### src/hw/rtl/sacl_ram.sv
// Generic simple dual-port RAM: one write port, one read port, registered read.
// No dependencies. Read of the address being written returns the old contents.
module sacl_ram #(
	parameter int WIDTH = 8,
	parameter int DEPTH = 64
) (
	input  logic                                  clk,
	input  logic                                  we,
	input  logic [(DEPTH > 1 ? $clog2(DEPTH) : 1)-1:0] waddr,
	input  logic [WIDTH-1:0]                      wdata,
	input  logic [(DEPTH > 1 ? $clog2(DEPTH) : 1)-1:0] raddr,
	output logic [WIDTH-1:0]                      rdata
);

	logic [WIDTH-1:0] mem_q [DEPTH];

	always_ff @(posedge clk) begin
		if (we) begin
			mem_q[waddr] <= wdata;
		end
		rdata <= mem_q[raddr];
	end

endmodule

### config.mk
export PLATFORM = sky130hd
export DESIGN_NAME = sacl_ram
export DESIGN_NICKNAME = d
export VERILOG_FILES = /design/src/hw/rtl/sacl_ram.sv
export SDC_FILE = /design/constraint.sdc
export NUM_CORES = 1
export LEC_CHECK = 0
export BUFFER_PORTS_ARGS = -buffer_cell sky130_fd_sc_hd__buf_2
export CORE_UTILIZATION = 30
export DETAILED_ROUTE_END_ITERATION = 6
export PLACE_DENSITY_LB_ADDON = 0.25
export SLEW_MARGIN = 0
export SYNTH_ARGS = -nofsm -noshare
export SYNTH_HDL_FRONTEND = slang
export SYNTH_SLANG_ARGS = --single-unit
### constraint.sdc
create_clock -name clk -period 2.9 [get_ports clk]
set_clock_uncertainty 0.2 [all_clocks]
set_input_delay 0 -clock clk [delete_from_list [all_inputs] [get_ports clk]]
set_output_delay 0 -clock clk [all_outputs]
set_load 0.005 [all_outputs]
Yosys cells after proc, flatten, opt, wreduce, memory -nomap -nowiden

Memory sizes are Yosys's and may differ from the RTL's. A register that Yosys moved wholly into a read port is not among the register bits.
Cells that the tools add are included.

Input port bits: 22
Logic and storage cells: 3
RAM bits: 512
Register bits: 0
Memories kept: 1

Memory list:

| name  | depth | width | rd ports | clocked after memory_dff | write ports | line | source |
|---|---|---|---|---|---|---|---|
| mem_q | 64    | 8     | 1        | 1                        | 1           | 15   | `logic [WIDTH-1:0] mem_q [DEPTH];` |

Muxes and demuxes: 2

Operator list:

| kind             | count |
|---|---|
| 1-bit 2-to-1 mux | 2 |

Longest topological paths before layout

Depth after elaboration: 2
Gate-level depth with buffers: 9
Depth with buffers taken out: 5

Worst setup path after synthesis

OpenSTA, ideal clock, no wires.

Path kind: register to register
Start point: memory mem_q[29][4]
End point: register rdata[4], read port of mem_q
Period minus slack after synthesis: 1.892 ns
Buffers on the path: 0
Setup time: 0.132 ns
Arrival time: 1.560 ns
Required time: 2.568 ns
Cell stages (with the launch flop): 6
Path slack: 1.008 ns
Path through: edfxtp_1 -> mux4_2 -> mux2_2 -> o221a_2 -> nor3_1 -> o32ai_1

RTL lines:

| item               | line | source |
|---|---|---|
| start: declaration | 15   |  |
| end: declaration   | 12   | `output logic [WIDTH-1:0] rdata` |

==> run metrics <==
Total GRT Usage 15.0%; TritonCTS Sinks 520; Max Clk Rate 0.362 GHz; Max Slew Vio Count 0; final cell count without fillers 2019; Leak around 7.6 nW; most area-hungry cell type in the Yosys netlist edfxtp_1; root buf cell clkbuf_16; Net Count, Synth 962; Slew Limit Headroom 36.3%; CTS Hold Bufs 22; mux cell area share after synthesis 15.9%; final-stage net count 1133; largest cells by area after synthesis edfxtp_1 (76%), mux4_2 (14%), nor2_1 (1.5%); Synth Register Bits between 500 and 600; sequential area share after synthesis 77.0%; RSZ-0062 raised after global routing no; first-pass GRT wire length approximately 74 mm; crit path from mem_q[48][0]$_DFFE_PP_; FF-to-FF path depth 7; Mean Syn Cell Area 21.5 um^2; Worst Hold Class input port to flip-flop; boundary pin count 30; H-Tree Depth 2; grt ovf 0; Vias/cell roughly 5.0; post-route ant nets 0; worst setup path endpoint rdata[0]$_DFF_P_; proportion of layout cells with a drive suffix above 1 31.0%; Synth Instances 940; Wirelength per Cell 24.6 um; Cell Area, Synth between 0.02 and 0.025 mm^2; Compound-Gate Fraction of Synth Area 2.07%; Die Y 261 um; placed insts 1898; Slew @ Worst Pin 0.955 ns; adder-cell area share of the yosys netlist 0%; Setup TNS 0 ns; vias in the first global route 10500; Die Footprint 0.0683 mm^2; Synth top area share 76.2%; Most used DFF post-synth edfxtp_1; CTS tree yes; xor and xnor area share after synthesis 0%; cts bufs inserted 53; first-pass detailed-route iteration total 7; CP Max Fanout 1; register-to-register setup slack 0.14 ns; Critical Path RT 3.20 ns; Fin. Hold Viols 0; Async SR Flop Fraction 0%; post-DP HPWL 31.9 mm; Clock Latency Late Sink approximately 0.61 ns; worst r2r dst rdata[0]$_DFF_P_; largest net degree at the start of global routing 65; part of the cycle the worst path needs 95.2%; Setup crit start kind flip-flop; Initial DRC Count 976; status completed; FF-to-FF Start mem_q[48][0]$_DFFE_PP_; initial core utilization 30.5%; Simple-Gate Fraction of Synth Area 3.39%; DRT Wirelength 49.8 mm; Clock transition at path regs 0.06 ns; largest family of logic cells by synthesized area multiplexers; Yosys cell types 40; final setup violation count 0; P per Cell Area 669 mW/mm^2; Die Wd 261 um; Arr. time, crit path 3.06 ns; number of synthesized flops with an enable pin 512; drc violations 0; fin crit period between 2 and 3 ns; I/O Buffers 29; Yosys Warn Count 0; post-CTS sizing 0; Clock Path Buffers 3; Synth-to-Final Area Change 18.9%; gpl congestion 0.783; vias 10000; worst ir drop on vdd 0.000555 V; Overall Power 0.0160 W; critical path capture point type flip-flop; initial antenna violation count 1; Placeable Area 0.0661 mm^2; Std-Cell Rows 94; Setup Buffers After CTS 0; worst setup path class flip-flop to flip-flop; MaxCap Viol Count 0
## critical path: stages (launching register included)
cell and delay (ns):
edfxtp_1 0.37, mux4_2 0.52, mux2i_1 0.15, o2111ai_1 0.14
nand2_1 0.13, dlygate4sd3_1 0.56, o2bb2ai_1 0.05, dlygate4sd3_1 0.54
## stage by stage
step | worst slack, ns | hold slack, ns | utilization (%) | area [um^2]
after floorplan | 1.01 | -0.101 | - | 20200
after global placement | 0.274 | 0.220 | 33.4 | 22000
after detailed placement | 0.307 | 0.209 | 33.4 | 22000
after CTS | 0.140 | 0.0222 | 36.3 | 24000
after global routing | 0.0621 | 0.0912 | 36.3 | 24000
final | 0.140 | 0.0416 | 36.3 | 24000
## cell usage in the layout, fill, tap and decap left out, types with 14 or more instances in the layout
cell,n
nand2_1,19
edfxtp_1,512
clkbuf_1,17
mux2i_1,23
nor2_1,83
clkbuf_16,53
dlygate4sd3_1,22
mux4_2,126
buf_2,26
buf_4,111
nor2b_1,14
## registers in the layout, summed over array words and instances, names as in the netlist
signal and cells:
mem_q 512, rdata 8
## power by group
part           switching (W)  leakage, nW  internal, W  total [W]
registers          0.0000278         4.67      0.00832    0.00835
clock network        0.00285        0.829      0.00398    0.00683
logic               0.000507         2.12     0.000345   0.000852
## worst min-delay path by stage
stage,startpoint,to,slack (ns),cells after the start
2_1_floorplan,wdata[0],mem_q[0][0]$_DFFE_PP_,-0.10,0
3_3_place_gp,rdata[6]$_DFF_P_,rdata[6],0.22,1
6_report,raddr[3],rdata[4]$_DFF_P_,0.04,5
4_1_cts,raddr[3],rdata[7]$_DFF_P_,0.02,4
5_1_grt,raddr[3],rdata[7]$_DFF_P_,0.09,4
3_5_place_dp,rdata[1]$_DFF_P_,rdata[1],0.21,1
## per-layer routing
layer	GRT usage, %	vias up	routed length [um]	share of wire, %
met5	0	-	0	0
met4	4.10	0	927	1.9
met3	3.11	66	2910	5.8
met2	22.7	266	22600	45
met1	21.9	5400	23300	47
li1	-	4275	-	-
## logic make-up after synthesis
logic type | count (synthesis)
muxes | 162
and+or+nand+nor | 153
buffers and inverters | 51
AOI/OAI and AO/OA | 54
DFF | 520
## synthesized netlist by cell type, types with 4 or more instances
| library cell | n |
|---|---|
| dfxtp_1 | 8 |
| buf_1 | 4 |
| nand2b_1 | 7 |
| a221oi_1 | 6 |
| mux4_2 | 126 |
| o221ai_1 | 8 |
| o22ai_1 | 8 |
| mux2_2 | 13 |
| buf_4 | 13 |
| edfxtp_1 | 512 |
| buf_2 | 11 |
| a211oi_1 | 4 |
| nor2b_1 | 14 |
| mux2i_1 | 23 |
| nor3_1 | 7 |
| nand3_1 | 13 |
| nand2_1 | 19 |
| buf_6 | 4 |
| clkbuf_1 | 17 |
| nor2_1 | 83 |
## final cells by class
type,count,area [um^2]
Timing Repair Buffer,167,1340
Multi-Input combinational cell,369,4320
Tap cell,864,1080
Fill cell,6122,42100
Sequential cell,520,15500
Antenna cell,3,7.51
Clock inverter,26,307
Clock buffer,70,1390
Note: power is estimated with default switching activity, not from simulation.
