**config.mk**
```make
export PLATFORM = sky130hd
export DESIGN_NAME = sacl_addr_split
export DESIGN_NICKNAME = d
export VERILOG_FILES = /design/src/hw/rtl/sacl_pkg.sv /design/src/hw/rtl/sacl_addr_split.sv
export SDC_FILE = /design/constraint.sdc
export NUM_CORES = 1
export LEC_CHECK = 0
export BUFFER_PORTS_ARGS = -buffer_cell sky130_fd_sc_hd__buf_2
export CORE_MARGIN = 10
export CORE_UTILIZATION = 35
export DETAILED_ROUTE_END_ITERATION = 16
export PLACE_DENSITY = 0.66
export SLEW_MARGIN = 20
export SYNTH_ARGS = -nofsm -noshare
export SYNTH_HDL_FRONTEND = slang
export SYNTH_SLANG_ARGS = --single-unit
```
**constraint.sdc**
```tcl
create_clock -name vclk -period 5.5
set_clock_uncertainty 0.15 [all_clocks]
set_input_delay 1.1 -clock vclk [all_inputs]
set_output_delay 1.1 -clock vclk [all_outputs]
set_load 0.005 [all_outputs]
```
**src/hw/rtl/sacl_pkg.sv**
```systemverilog
// Shared constants and types of the cache lookup block.
// No dependencies; imported by every RTL module of the block but sacl_ram.
package sacl_pkg;

	localparam int ADDR_W      = 64;
	localparam int SET_CFG_W   = 3;
	localparam int WAYS_CFG_W  = 3;
	localparam int BLOCK_CFG_W = 6;
	localparam int CFG_DATA_W  = 6;
	localparam int CFG_IDX_W   = 2;

	// register indexes on the configuration port
	localparam logic [CFG_IDX_W-1:0] CFG_SET_BITS   = 2'd0;
	localparam logic [CFG_IDX_W-1:0] CFG_WAYS_USED  = 2'd1;
	localparam logic [CFG_IDX_W-1:0] CFG_BLOCK_BITS = 2'd2;

	localparam logic [SET_CFG_W-1:0]   SET_BITS_RST   = 3'd4;
	localparam logic [WAYS_CFG_W-1:0]  WAYS_USED_RST  = 3'd1;
	localparam logic [BLOCK_CFG_W-1:0] BLOCK_BITS_RST = 6'd4;

	// way field sized for the largest supported associativity
	localparam int WAY_FIELD_W = 4;

	typedef struct packed {
		logic                   hit;
		logic                   evict;
		logic [WAY_FIELD_W-1:0] way;
	} sacl_decision_t;

endpackage

```
**src/hw/rtl/sacl_addr_split.sv**
```systemverilog
// Address split: set index and tag from a byte address and the configuration.
// Depends on sacl_pkg.
module sacl_addr_split
	import sacl_pkg::*;
#(
	parameter int MAX_SET_BITS = 6
) (
	input  logic [ADDR_W-1:0]      address,
	input  logic [SET_CFG_W-1:0]   set_bits,
	input  logic [BLOCK_CFG_W-1:0] block_bits,
	output logic [MAX_SET_BITS-1:0] set_idx,
	output logic [ADDR_W-1:0]      tag
);

	localparam int SUM_W = BLOCK_CFG_W + 1;

	logic [SET_CFG_W-1:0]    s_eff;
	logic [ADDR_W-1:0]       shifted;
	logic [MAX_SET_BITS-1:0] set_mask;
	logic [SUM_W-1:0]        tag_shift;

	always_comb begin
		s_eff     = (32'(set_bits) > MAX_SET_BITS) ? SET_CFG_W'(MAX_SET_BITS) : set_bits;
		shifted   = address >> block_bits;
		set_mask  = ~({MAX_SET_BITS{1'b1}} << s_eff);
		set_idx   = shifted[MAX_SET_BITS-1:0] & set_mask;
		tag_shift = SUM_W'(block_bits) + SUM_W'(s_eff);
		// all bits consumed by offset and set: tag reads as zero
		tag       = (tag_shift >= SUM_W'(ADDR_W)) ? '0 : (address >> tag_shift);
	end

endmodule

```
; Yosys cells after proc, flatten, opt, wreduce, memory -nomap -nowiden
; Cells that the tools add are included.
[word_totals]
elab_cells = 10
mem_bits_ro = 0
ff_bits = 0
ramBits = 0
latchBits = 0
input_bits = 73
memories = 0
[classes]
n_eq_ne = 0
shift = 3
order_cmp = 2
n_div = 0
mux = 2
n_addsub = 1
n_mul = 0
n_reduce_logical = 0
n_bitwise = 2
[ops]
columns = cell, count
row1 = $mux 64, 1
row2 = $shr 64x6->6, 1
row3 = $shr 64x7->64, 1
row4 = $add 6x3->7, 1
row5 = $ge 7x7->1 const B, 1
row6 = $and 6x6->6, 1
row7 = $not 6->6, 1
row8 = $shl 6x3->6 const A, 1
row9 = $gt 3x3->1 const B, 1
row10 = $mux 3, 1

; Longest topological paths before layout
[depth]
word_depth = 5
mapped_depth = 14
ltp_nobuf = 12

; Worst setup path after synthesis
; OpenSTA, ideal clock, no wires.
[synth_timing]
path_type = input to output
start = input set_bits[0]
end = output tag[34]
t_arrival_ns = 3.980
stages = 12
t_required_ns = 4.250
path_slack_ns = 0.270
path_buffers = 4
cell_sequence = a21bo_4 inv_6 ha_1 inv_1 fa_1 clkbuf_1 buf_2 buf_2 buf_1 mux2i_1 nand2_1 a21oi_1
[synth_via]
elab_chain_cells = 5
word_cells_on_any_way = 6
[synth_rtl]
columns = item, line_no
row1 = from (decl), sacl_addr_split.sv:9  ; input logic [SET_CFG_W-1:0] set_bits,
row2 = $gt 3x3->1, sacl_addr_split.sv:23  ; s_eff = (32'(set_bits) > MAX_SET_BITS) ? SET_CFG_W'(MAX_SET_BITS) : set_bits;
row3 = $mux 3 *, sacl_addr_split.sv:23
row4 = $add 6x3->7 *, sacl_addr_split.sv:27  ; tag_shift = SUM_W'(block_bits) + SUM_W'(s_eff);
row5 = $shr 64x7->64 / $ge 7x7->1 (equally long branches), sacl_addr_split.sv:29  ; tag = (tag_shift >= SUM_W'(ADDR_W)) ? '0 : (address >> tag_shift);
row6 = $mux 64 *, sacl_addr_split.sv:29
row7 = to (decl), sacl_addr_split.sv:12  ; output logic [ADDR_W-1:0] tag
; Mark *: on every way between the ends. The rest lies on a longest branch, timed or not.

; Final worst setup path
[layout_timing]
start = input set_bits[2]
end = output tag[25]
; The elaborated chain is that of the path after synthesis.

==> impl_results.md <==
- GPL Wtd Cong: ~1.0
- Sequential power share: 0%
- Crit path max fanout: 11
- Slew Limit Headroom: around half
- Cell variety after synth: 65
- First-pass DRT Iterations: 6
- IO Port Bufs: 143
- Synthesized cell area: 6930 µm²
- Critical path's top delay family: compound AO/OA/AOI/OAI gates
- Commonest non-fill, non-tap cell in the layout: buf_2
- Sum Neg Setup Slack: 0 ns
- Fmax: 0.183 GHz
- Tcrit/Tclk final: slightly below 100%
- Outcome: finished, final reports clean
- Setup violators final: 0
- Routed WL: 28000 µm
- Worst hold start: set_bits[0]
- Crit. End Element: output pin
- Pint: 0.000785 W
- Most frequent cells in the layout: buf_2 (142), mux4_2 (113), mux2i_1 (108)
- Top Usage Layer GRT: met1
- Synth Warn #: 0
- NetSw: 0.000903 W
- RSZ-0062 raised after global routing: no
- Post-route cell area: 8450 µm²
- Combinational share of power: 100.0%
- Initial Utilization: 35.6%
- Tmin final: 5.45 ns
- Maxcap violations: 0
- Final HPWL DP: 22700 µm
- DRC: 0
- Final hold vios: 0
- Vias in the first global route: 7141
- CP bufs+invs: 6
- Storage element area: 0 µm²
- Worst Hold Class: input pin to output pin
- Mapped Cells: 702
- Avg Cell Area, Syn: 9.88 µm²
- GRT overflow: 0
- Vias/cell: approximately 6.6
- Post-Syn Nets: 779
- GRT met2 Usage: approximately 30%
- Overall routing resource usage: 20.3%
- PD cells: 200 nW/µm²
- Chip height: 161 µm
- First-pass GRT wire length: 42900 µm
- Initial DRC Count: 972
- Placed cell area: 8410 µm²
- Hold Path Depth: 4
- # nets final: 939
- ANT nets after route: 0
- Slowest CP cell: fa_4
- Most frequent CP cell: buf_2
- Sw Share: 53.5%
- Area delta synth->final: 21.9%
- Clock power share: 0%
- CP Class: input pin to output pin
- Final slew viol count: 0
- Crit path from: set_bits[2]
- Met3 usage: 3.94%
- Hold endpoint: set_idx[4]
- Startpoint types: input pin
- FF+latch count: 0
- Register area share after synthesis: 0%
- Fillers: 1924
- GRT met1 Usage: 30.5%
- Worst Path Arrival: 4.20 ns
- Die footprint: around 26000 µm²
- Io pins: 143
- Initial antenna violation count: 1
- CTS Hold Bufs: 0
- Chip width: 161 µm
- P_leak: approximately 3.6 nW
- Row cnt: 51
- Routed len/inst: 24.9 µm
- Maximum vdd drop: 0.0902 mV
- Share of layout cells above drive strength 1: 43.0%
- Vias: 7460
- Crit path cell chain: buf_2 -> a21bo_4 -> inv_6 -> ha_1 -> inv_1 -> fa_4 -> xor2_4 -> buf_12 -> buf_4 -> a41oi_1 -> mux2i_1 -> o22ai_1 -> a21oi_1 -> a211oi_1 -> buf_2
- CP required: roughly 4.3 ns
- Largest net degree at the start of global routing: 76
- Placeable Area: 19500 µm²
- Max stage delay on crit path: 0.48 ns
- CLK BUF: 0
- Tightest Pin Transition: 0.755 ns
[synthesized netlist by cell type, types with 4 or more instances]
cell | n | area (µm²)
nand2b_1 | 5 | 31.3
a211oi_1 | 14 | 105
and2_1 | 13 | 81.3
and3_1 | 5 | 31.3
o221ai_1 | 6 | 52.6
nor3_1 | 11 | 55.1
a31oi_1 | 5 | 31.3
mux2i_1 | 108 | 1080
nand2_1 | 96 | 360
o21ai_0 | 16 | 80.1
inv_1 | 4 | 15.0
o211ai_1 | 10 | 75.1
buf_2 | 24 | 120
o22ai_1 | 5 | 31.3
mux4_2 | 113 | 2540
clkbuf_1 | 36 | 135
nand3_1 | 15 | 75.1
nor2_1 | 43 | 161
a32oi_1 | 8 | 70.1
a211o_1 | 4 | 35.0
a22oi_1 | 24 | 180
mux4_1 | 25 | 657
buf_1 | 5 | 18.8
buf_12 | 5 | 100
nor2b_1 | 6 | 37.5
a21oi_1 | 34 | 170
mux2_2 | 7 | 78.8
[tightest hold or removal path: cells and delay by family]
family,cells,cell delay (ns)
buf+inv,3,0.31
compound gates,1,0.12
[what timing repair did]
action,in CTS,in global routing
pin swaps,1,0
gates resized for setup,0,3
setup endpoints to repair,1,32
buffers inserted,0,2
[area by class of cell]
class                           count  area [µm²]  area share [%]
Antenna cell                        1        2.50          0.0296
Inverter                            7        31.3           0.370
Multi-Input combinational cell    619        6550            77.5
Tap cell                          265         332            3.92
Timing Repair Buffer              234        1540            18.2
[cell families after synthesis]
family / after synthesis / share of synthesized area (%)
AND/OR/NAND/NOR: 204 / 13.0
multiplexers: 253 / 62.9
buffers and inverters: 83 / 6.75
XOR/XNOR: 7 / 1.16
adder cells (fa/ha/maj): 4 / 0.830
AO/OA/AOI/OAI: 151 / 15.4
[metrics by stage]
stage | utilization [%] | setup WS [ns] | hold WS [ns] | power, W | instances
floorplan | - | 0.270 | 2.13 | 0.00101 | 702
global placement | 43.2 | -0.00242 | 2.48 | 0.00163 | 1123
detailed placement | 43.2 | -0.0128 | 2.47 | 0.00164 | 1123
CTS | 43.2 | 0.00538 | 2.48 | 0.00164 | 1123
global route | 43.4 | 0.00574 | 2.51 | 0.00179 | 1126
finish | 43.4 | 0.0477 | 2.48 | 0.00169 | 1126
[how the worst max path moves through the flow]
stage | end | depth (start not counted)
final | tag[25] | 15
after global routing | tag[11] | 16
after detailed placement | tag[4] | 15
after floorplan | tag[34] | 12
after global placement | tag[4] | 15
after CTS | tag[4] | 15
[per-layer routing]
metal	vias to the layer above	part of all wire, %	wire length (µm)
met1	3623	43	12000
met2	570	44	12200
li1	3230	-	-
met5	-	0	0
met4	0	1.3	371
met3	37	12	3410
[power groups by stage]
stage	logic (W)	registers (W)	clock network, W
2_1_floorplan	0.00101	0	0
3_3_place_gp	0.00163	0	0
3_5_place_dp	0.00164	0	0
4_1_cts	0.00164	0	0
5_1_grt	0.00179	0	0.0000000000243
6_report	0.00169	0	0.0000000000244
Note: power is estimated with default switching activity, not from simulation.
