**config.mk**
```make
export PLATFORM = sky130hd
export DESIGN_NAME = sacl_lru_update
export DESIGN_NICKNAME = d
export VERILOG_FILES = /design/src/hw/rtl/sacl_pkg.sv /design/src/hw/rtl/sacl_lru_update.sv
export SDC_FILE = /design/constraint.sdc
export NUM_CORES = 1
export LEC_CHECK = 0
export ABC_AREA = 1
export BUFFER_PORTS_ARGS = -buffer_cell sky130_fd_sc_hd__buf_2
export CELL_PAD_IN_SITES_DETAIL_PLACEMENT = 1
export CELL_PAD_IN_SITES_GLOBAL_PLACEMENT = 1
export CORE_AREA = 2 2 236 238
export DETAILED_ROUTE_END_ITERATION = 7
export DIE_AREA = 0 0 238 240
export PLACE_DENSITY_LB_ADDON = 0.1
export SYNTH_ARGS = -nofsm -noshare
export SYNTH_HDL_FRONTEND = slang
export SYNTH_SLANG_ARGS = --single-unit
export TNS_END_PERCENT = 30
```
**constraint.sdc**
```tcl
create_clock -name vclk -period 4.7
set_input_delay 0.705 -clock vclk [all_inputs]
set_output_delay 0.705 -clock vclk [all_outputs]
set_load 0.01 [all_outputs]
```
**src/hw/rtl/sacl_pkg.sv**
```systemverilog
// Shared constants and types of the cache lookup block.
// No dependencies; imported by every RTL module of the block but sacl_ram.
package sacl_pkg;

	localparam int ADDR_W      = 64;
	localparam int SET_CFG_W   = 3;
	localparam int WAYS_CFG_W  = 3;
	localparam int BLOCK_CFG_W = 6;
	localparam int CFG_DATA_W  = 6;
	localparam int CFG_IDX_W   = 2;

	// register indexes on the configuration port
	localparam logic [CFG_IDX_W-1:0] CFG_SET_BITS   = 2'd0;
	localparam logic [CFG_IDX_W-1:0] CFG_WAYS_USED  = 2'd1;
	localparam logic [CFG_IDX_W-1:0] CFG_BLOCK_BITS = 2'd2;

	localparam logic [SET_CFG_W-1:0]   SET_BITS_RST   = 3'd4;
	localparam logic [WAYS_CFG_W-1:0]  WAYS_USED_RST  = 3'd1;
	localparam logic [BLOCK_CFG_W-1:0] BLOCK_BITS_RST = 6'd4;

	// way field sized for the largest supported associativity
	localparam int WAY_FIELD_W = 4;

	typedef struct packed {
		logic                   hit;
		logic                   evict;
		logic [WAY_FIELD_W-1:0] way;
	} sacl_decision_t;

endpackage

```
**src/hw/rtl/sacl_lru_update.sv**
```systemverilog
// Per-set lookup and true-LRU replacement: compares all ways in parallel,
// picks the hit, free or victim way and returns the updated set row. Uses sacl_pkg.
module sacl_lru_update
	import sacl_pkg::*;
#(
	parameter int MAX_WAYS = 4
) (
	input  logic [WAYS_CFG_W-1:0]                                  ways_used,
	input  logic [ADDR_W-1:0]                                      tag,
	input  logic [MAX_WAYS-1:0]                                    line_vld,
	input  logic [MAX_WAYS-1:0][ADDR_W-1:0]                        row_tags,
	input  logic [MAX_WAYS-1:0][(MAX_WAYS > 1 ? $clog2(MAX_WAYS) : 1)-1:0] row_ages,
	output sacl_decision_t                                         decision,
	output logic [MAX_WAYS-1:0]                                    new_vld,
	output logic [MAX_WAYS-1:0][ADDR_W-1:0]                        new_tags,
	output logic [MAX_WAYS-1:0][(MAX_WAYS > 1 ? $clog2(MAX_WAYS) : 1)-1:0] new_ages
);

	localparam int WAY_W = (MAX_WAYS > 1) ? $clog2(MAX_WAYS) : 1;
	localparam logic [WAY_W-1:0] AGE_MAX = WAY_W'(MAX_WAYS - 1);

	logic [MAX_WAYS-1:0]             in_use;
	logic [MAX_WAYS-1:0]             match;
	logic [MAX_WAYS-1:0]             free;
	logic [MAX_WAYS-1:0]             cand;
	logic [MAX_WAYS-1:0][WAY_W-1:0]  age;
	logic [WAY_W-1:0]                hit_way;
	logic [WAY_W-1:0]                free_way;
	logic [WAY_W-1:0]                victim;
	logic [WAY_W-1:0]                way;
	logic [WAY_W-1:0]                limit;
	logic                            hit;
	logic                            any_free;
	logic                            no_limit;

	always_comb begin
		for (int i = 0; i < MAX_WAYS; i++) begin
			in_use[i] = (i == 0) || (32'(ways_used) > i);
			// a line never filled holds its reset age of zero
			age[i]    = line_vld[i] ? row_ages[i] : '0;
			match[i]  = in_use[i] & line_vld[i] & (row_tags[i] == tag);
			free[i]   = in_use[i] & ~line_vld[i];
		end

		// victim: greatest age, lowest way on a tie
		for (int i = 0; i < MAX_WAYS; i++) begin
			cand[i] = in_use[i];
			for (int j = 0; j < MAX_WAYS; j++) begin
				if (in_use[j] && j < i && age[j] >= age[i]) begin
					cand[i] = 1'b0;
				end
				if (in_use[j] && j > i && age[j] > age[i]) begin
					cand[i] = 1'b0;
				end
			end
		end

		hit_way  = '0;
		free_way = '0;
		victim   = '0;
		for (int i = MAX_WAYS - 1; i >= 0; i--) begin
			if (match[i]) begin
				hit_way = WAY_W'(i);
			end
			if (free[i]) begin
				free_way = WAY_W'(i);
			end
			if (cand[i]) begin
				victim = WAY_W'(i);
			end
		end

		hit      = |match;
		any_free = |free;

		if (hit) begin
			way      = hit_way;
			no_limit = 1'b0;
		end else if (any_free) begin
			way      = free_way;
			no_limit = 1'b1;
		end else begin
			way      = victim;
			no_limit = 1'b0;
		end
		limit = age[way];

		for (int i = 0; i < MAX_WAYS; i++) begin
			new_tags[i] = row_tags[i];
			new_ages[i] = age[i];
			new_vld[i]  = line_vld[i];
			if (WAY_W'(i) == way) begin
				new_ages[i] = '0;
				if (!hit) begin
					new_tags[i] = tag;
					new_vld[i]  = 1'b1;
				end
			end else if (in_use[i] && line_vld[i] && (no_limit || age[i] < limit)
					&& age[i] < AGE_MAX) begin
				new_ages[i] = age[i] + 1'b1;
			end
		end

		decision.hit   = hit;
		decision.evict = ~hit & ~any_free;
		decision.way   = WAY_FIELD_W'(way);
	end

endmodule

```
**Word-level counts from Yosys, hierarchy flattened**

Index checks and enable logic that the tools add are counted.

- Bits of input ports: 335
- Logic and storage cells: 137
- Register bits: 0
- Output and inout bits: 274

- Reduce and logical (&&, ||, !) cells: 27
- $lt $le $gt $ge: 24
- Mux-type cells: 58
- Add/subtract/negate cells: 4
- Eq/ne operators: 7
- Bitwise logic cells: 17

Operators by type and width:

| cell | number |
|---|---|
| $mux 64 | 8 |
| $eq 64x64->1 | 4 |
| $mux 2 | 27 |
| $mux 1 | 22 |
| $logic_and 1x1->1 | 20 |
| $ge 2x2->1 | 6 |
| $gt 2x2->1 | 6 |
| $and 1x1->1 | 11 |
| $add 2x1->2 const B | 4 |
| $lt 2x2->1 | 4 |
| $lt 2x2->1 const B | 4 |
| $reduce_or 4->1 | 2 |
| $gt 3x2->1 const B | 2 |
| $not 1->1 | 6 |
| $bmux 2 s2 | 1 |
| $eq 2x2->1 const A | 2 |
| $logic_or 1x1->1 | 4 |
| $gt 3x1->1 const B | 1 |
| $lt 2x3->1 const B | 1 |
| $eq 1x2->1 const A | 1 |
| $logic_not 2->1 | 1 |

**Depth between registers and ports, before layout**

- Depth in word-level cells: 19
- Gate-level depth with buffers: 29
- Mapped depth without buffers: 27

**Worst setup path after synthesis**

OpenSTA, ideal clock, no wires.

- Path type: input -> output
- Start point: input port row_ages[3] (netlist name)
- End point: output port new_ages[4] (netlist name)
- Setup slack: 0.342 ns
- Data arrival time: 3.653 ns
- Path buffers: 1
- Data required time: 3.995 ns
- Stages on the path: 26
- Cell sequence: nand2_1 inv_1 ha_1 a21oi_1 inv_1 or2_2 nand2_1 o21ai_0 nand2_1 nand2_1 nand2_4 nand2_4 inv_2 nor2_2 inv_2 buf_4 o22ai_1 a221oi_1 ha_1 nand2_1 nand2_1 nand2_1 nand2_1 nand2_1 nand2_1 nor2_1

RTL lines:

| what | line | text |
|---|---|---|
| start: declaration | sacl_lru_update.sv:12 | `input logic [MAX_WAYS-1:0][(MAX_WAYS > 1 ? $clog2(MAX_WAYS) : 1)-1:0] row_ages,` |
| end: declaration | sacl_lru_update.sv:16 | `output logic [MAX_WAYS-1:0][(MAX_WAYS > 1 ? $clog2(MAX_WAYS) : 1)-1:0] new_ages` |

==> reports/summary.txt <==
status: completed
gpl congestion: 1.01
core area: 54700 sq um
max-cap viol count: 0
first-pass GRT wire length: 135 mm
pin count of the biggest net entering global routing: 53
worst vdd ir: 0.0446 mV
DRC viols: 0
initial drt markers: 1148
vias in the first global route: 18.1k
Cell Area, Synth: 9670 sq um
routed vias: 17.5k
Relative slew margins: 0.347
Initial Util: 0.177
# IOs: 609
share of layout cells above drive strength 1: 0.342
gr ovfl total: 0
Die H: 240 microns
Final ANT Viol Nets: 0
Required @ worst endpoint: 3990 ps
drt first pass iters: 5
WL final: 99.0 mm
nets: 3079
Yosys warning total: 0
Startpoint Class: input pin
Seq cells: 0
Hold WC Path Type: input pin to primary output
CP Capture Type: primary output
Final Core Density: 0.270
RSZ-0062 raised after global routing: yes
Placed Cells: 3437
row count: 86
final hold vios: 0
syn avg cell area: 4.73 sq um
Max Fclk: 0.220 GHz
Arr. time, crit path: 3840 ps
crit-path max FO: 29
Worst-Margin Slew: 971 ps
Unique masters post-synth: 47
area delta synth->final: 52.9%
GRT Overall Usage: 0.330
initial antenna violation count: 10
WL/cell: 28.7 microns
clkbuf count: 0
DIE WIDTH: 238 microns
Mapped Cells: 2045
Setup Viol. Count Final: 0
Sequential Area: 0 sq um
Die Area: 57100 sq um
Leak: 8.56 nW
Detailed Place HPWL: 89.0 mm
Crit Path Class: input pin to primary output
Port-buffer cells: 607
power density cells: 142 nW/um^2
vias per cell: 5.09
fillcell total: 7526
fin crit period: 4550 ps
Tcrit/Tclk final: 0.968
post-route insts no fill: 3446
sequential area share after synthesis: 0
max-slew violations: 0
[placed cells by master, fill, tap and decap left out, drive strengths merged, types with 10 or more instances in the layout]
cell type,n
o22ai,195
nor4,50
o21ai,137
inv,286
a21oi,10
buf,775
nand2,802
nand3,31
xor2,65
nor3,30
nor2,218
nand4,89
[kinds of logic (layout without fill, tap and decap cells)]
| logic type | count (synthesis) | after routing | synth area share |
|---|---|---|---|
| xor+xnor | 67 | 67 | 0.0607 |
| fa+ha+maj | 8 | 8 | 0.0104 |
| other cells | 1 | 10 | 0.000388 |
| simple gates | 1239 | 1239 | 0.541 |
| buf+inv | 376 | 1064 | 0.162 |
| compound gates | 354 | 354 | 0.226 |
[cell type report]
cell class | instances | area (sq um) | area share
diodes | 8 | 20.0 | 0.00135
inverters | 288 | 1080 | 0.0734
multi-input cells | 1670 | 8320 | 0.563
well taps | 704 | 881 | 0.0596
repair buffers | 776 | 4470 | 0.303
[path summary, 6_finish.rpt]
path	start	to	slack (ps)	depth (start not counted)
max	ways_used[2]	new_tags[175]	150	16
min	row_tags[8]	new_tags[8]	1770	4
[power by group]
| part | total [mW] | switching, mW | internal (mW) | leakage (nW) |
|---|---|---|---|---|
| logic | 2.10 | 1.40 | 0.699 | 8.56 |
| clock network | 0.000000215 | 0 | 0.000000215 | 0.0000497 |
| registers | 0 | 0 | 0 | 0 |
[what timing repair did]
action / CTS / global route
resized for setup: 4 / 68
gates cloned: 0 / 0
hold buffers: 0 / 0
setup buffers: 0 / 1
pin swaps: 0 / 8
endpoints found under the setup margin: 7 / 90
hold endpoints to repair: 0 / 0
[cells in the mapped netlist, types with 19 or more instances]
master | n | area, sq um
nand4_1 | 89 | 557
nand3_1 | 29 | 145
o21ai_1 | 32 | 160
nor3_1 | 30 | 150
buf_2 | 54 | 270
o21ai_0 | 104 | 521
inv_2 | 57 | 214
xor2_1 | 65 | 569
o22ai_2 | 20 | 250
nor4_1 | 50 | 313
o22ai_1 | 175 | 1090
nand2_1 | 797 | 2990
clkbuf_1 | 19 | 71.3
inv_1 | 230 | 863
nor2_1 | 209 | 785
[critical path, cell delays in order]
cell and delay, ps:
buf_2 140, nor2_1 110, nor2_1 320, inv_1 120, nor3_1 170, nand3_1 120
nor4_1 470, buf_4 210, nand2_1 50, o31ai_1 230, or2_4 280, buf_12 140
buf_4 310, o21ai_0 120, o21ai_0 120, buf_2 180
[layer usage]
metal	global-route usage	vias to the layer above	wire (microns)
met5	0	-	29
met4	0.0782	6	2490
met3	0.0400	91	5210
met2	0.579	664	47700
met1	0.429	8656	43600
li1	-	8120	-
[stage by stage]
| stage | hold WS [ps] | TNS, ps | cell area [sq um] | power (mW) | setup WS [ps] |
|---|---|---|---|---|---|
| 2_1_floorplan | 1520 | 0 | 9670 | 0.910 | 342 |
| 3_3_place_gp | 1760 | -23.7 | 14500 | 2.05 | -23.7 |
| 3_5_place_dp | 1760 | -149 | 14500 | 2.05 | -41.5 |
| 4_1_cts | 1760 | 0 | 14600 | 2.06 | 0.363 |
| 5_1_grt | 1790 | -6.11 | 14800 | 2.23 | -4.59 |
| 6_report | 1770 | 0 | 14800 | 2.10 | 153 |
(Power assumes the default switching activity.)
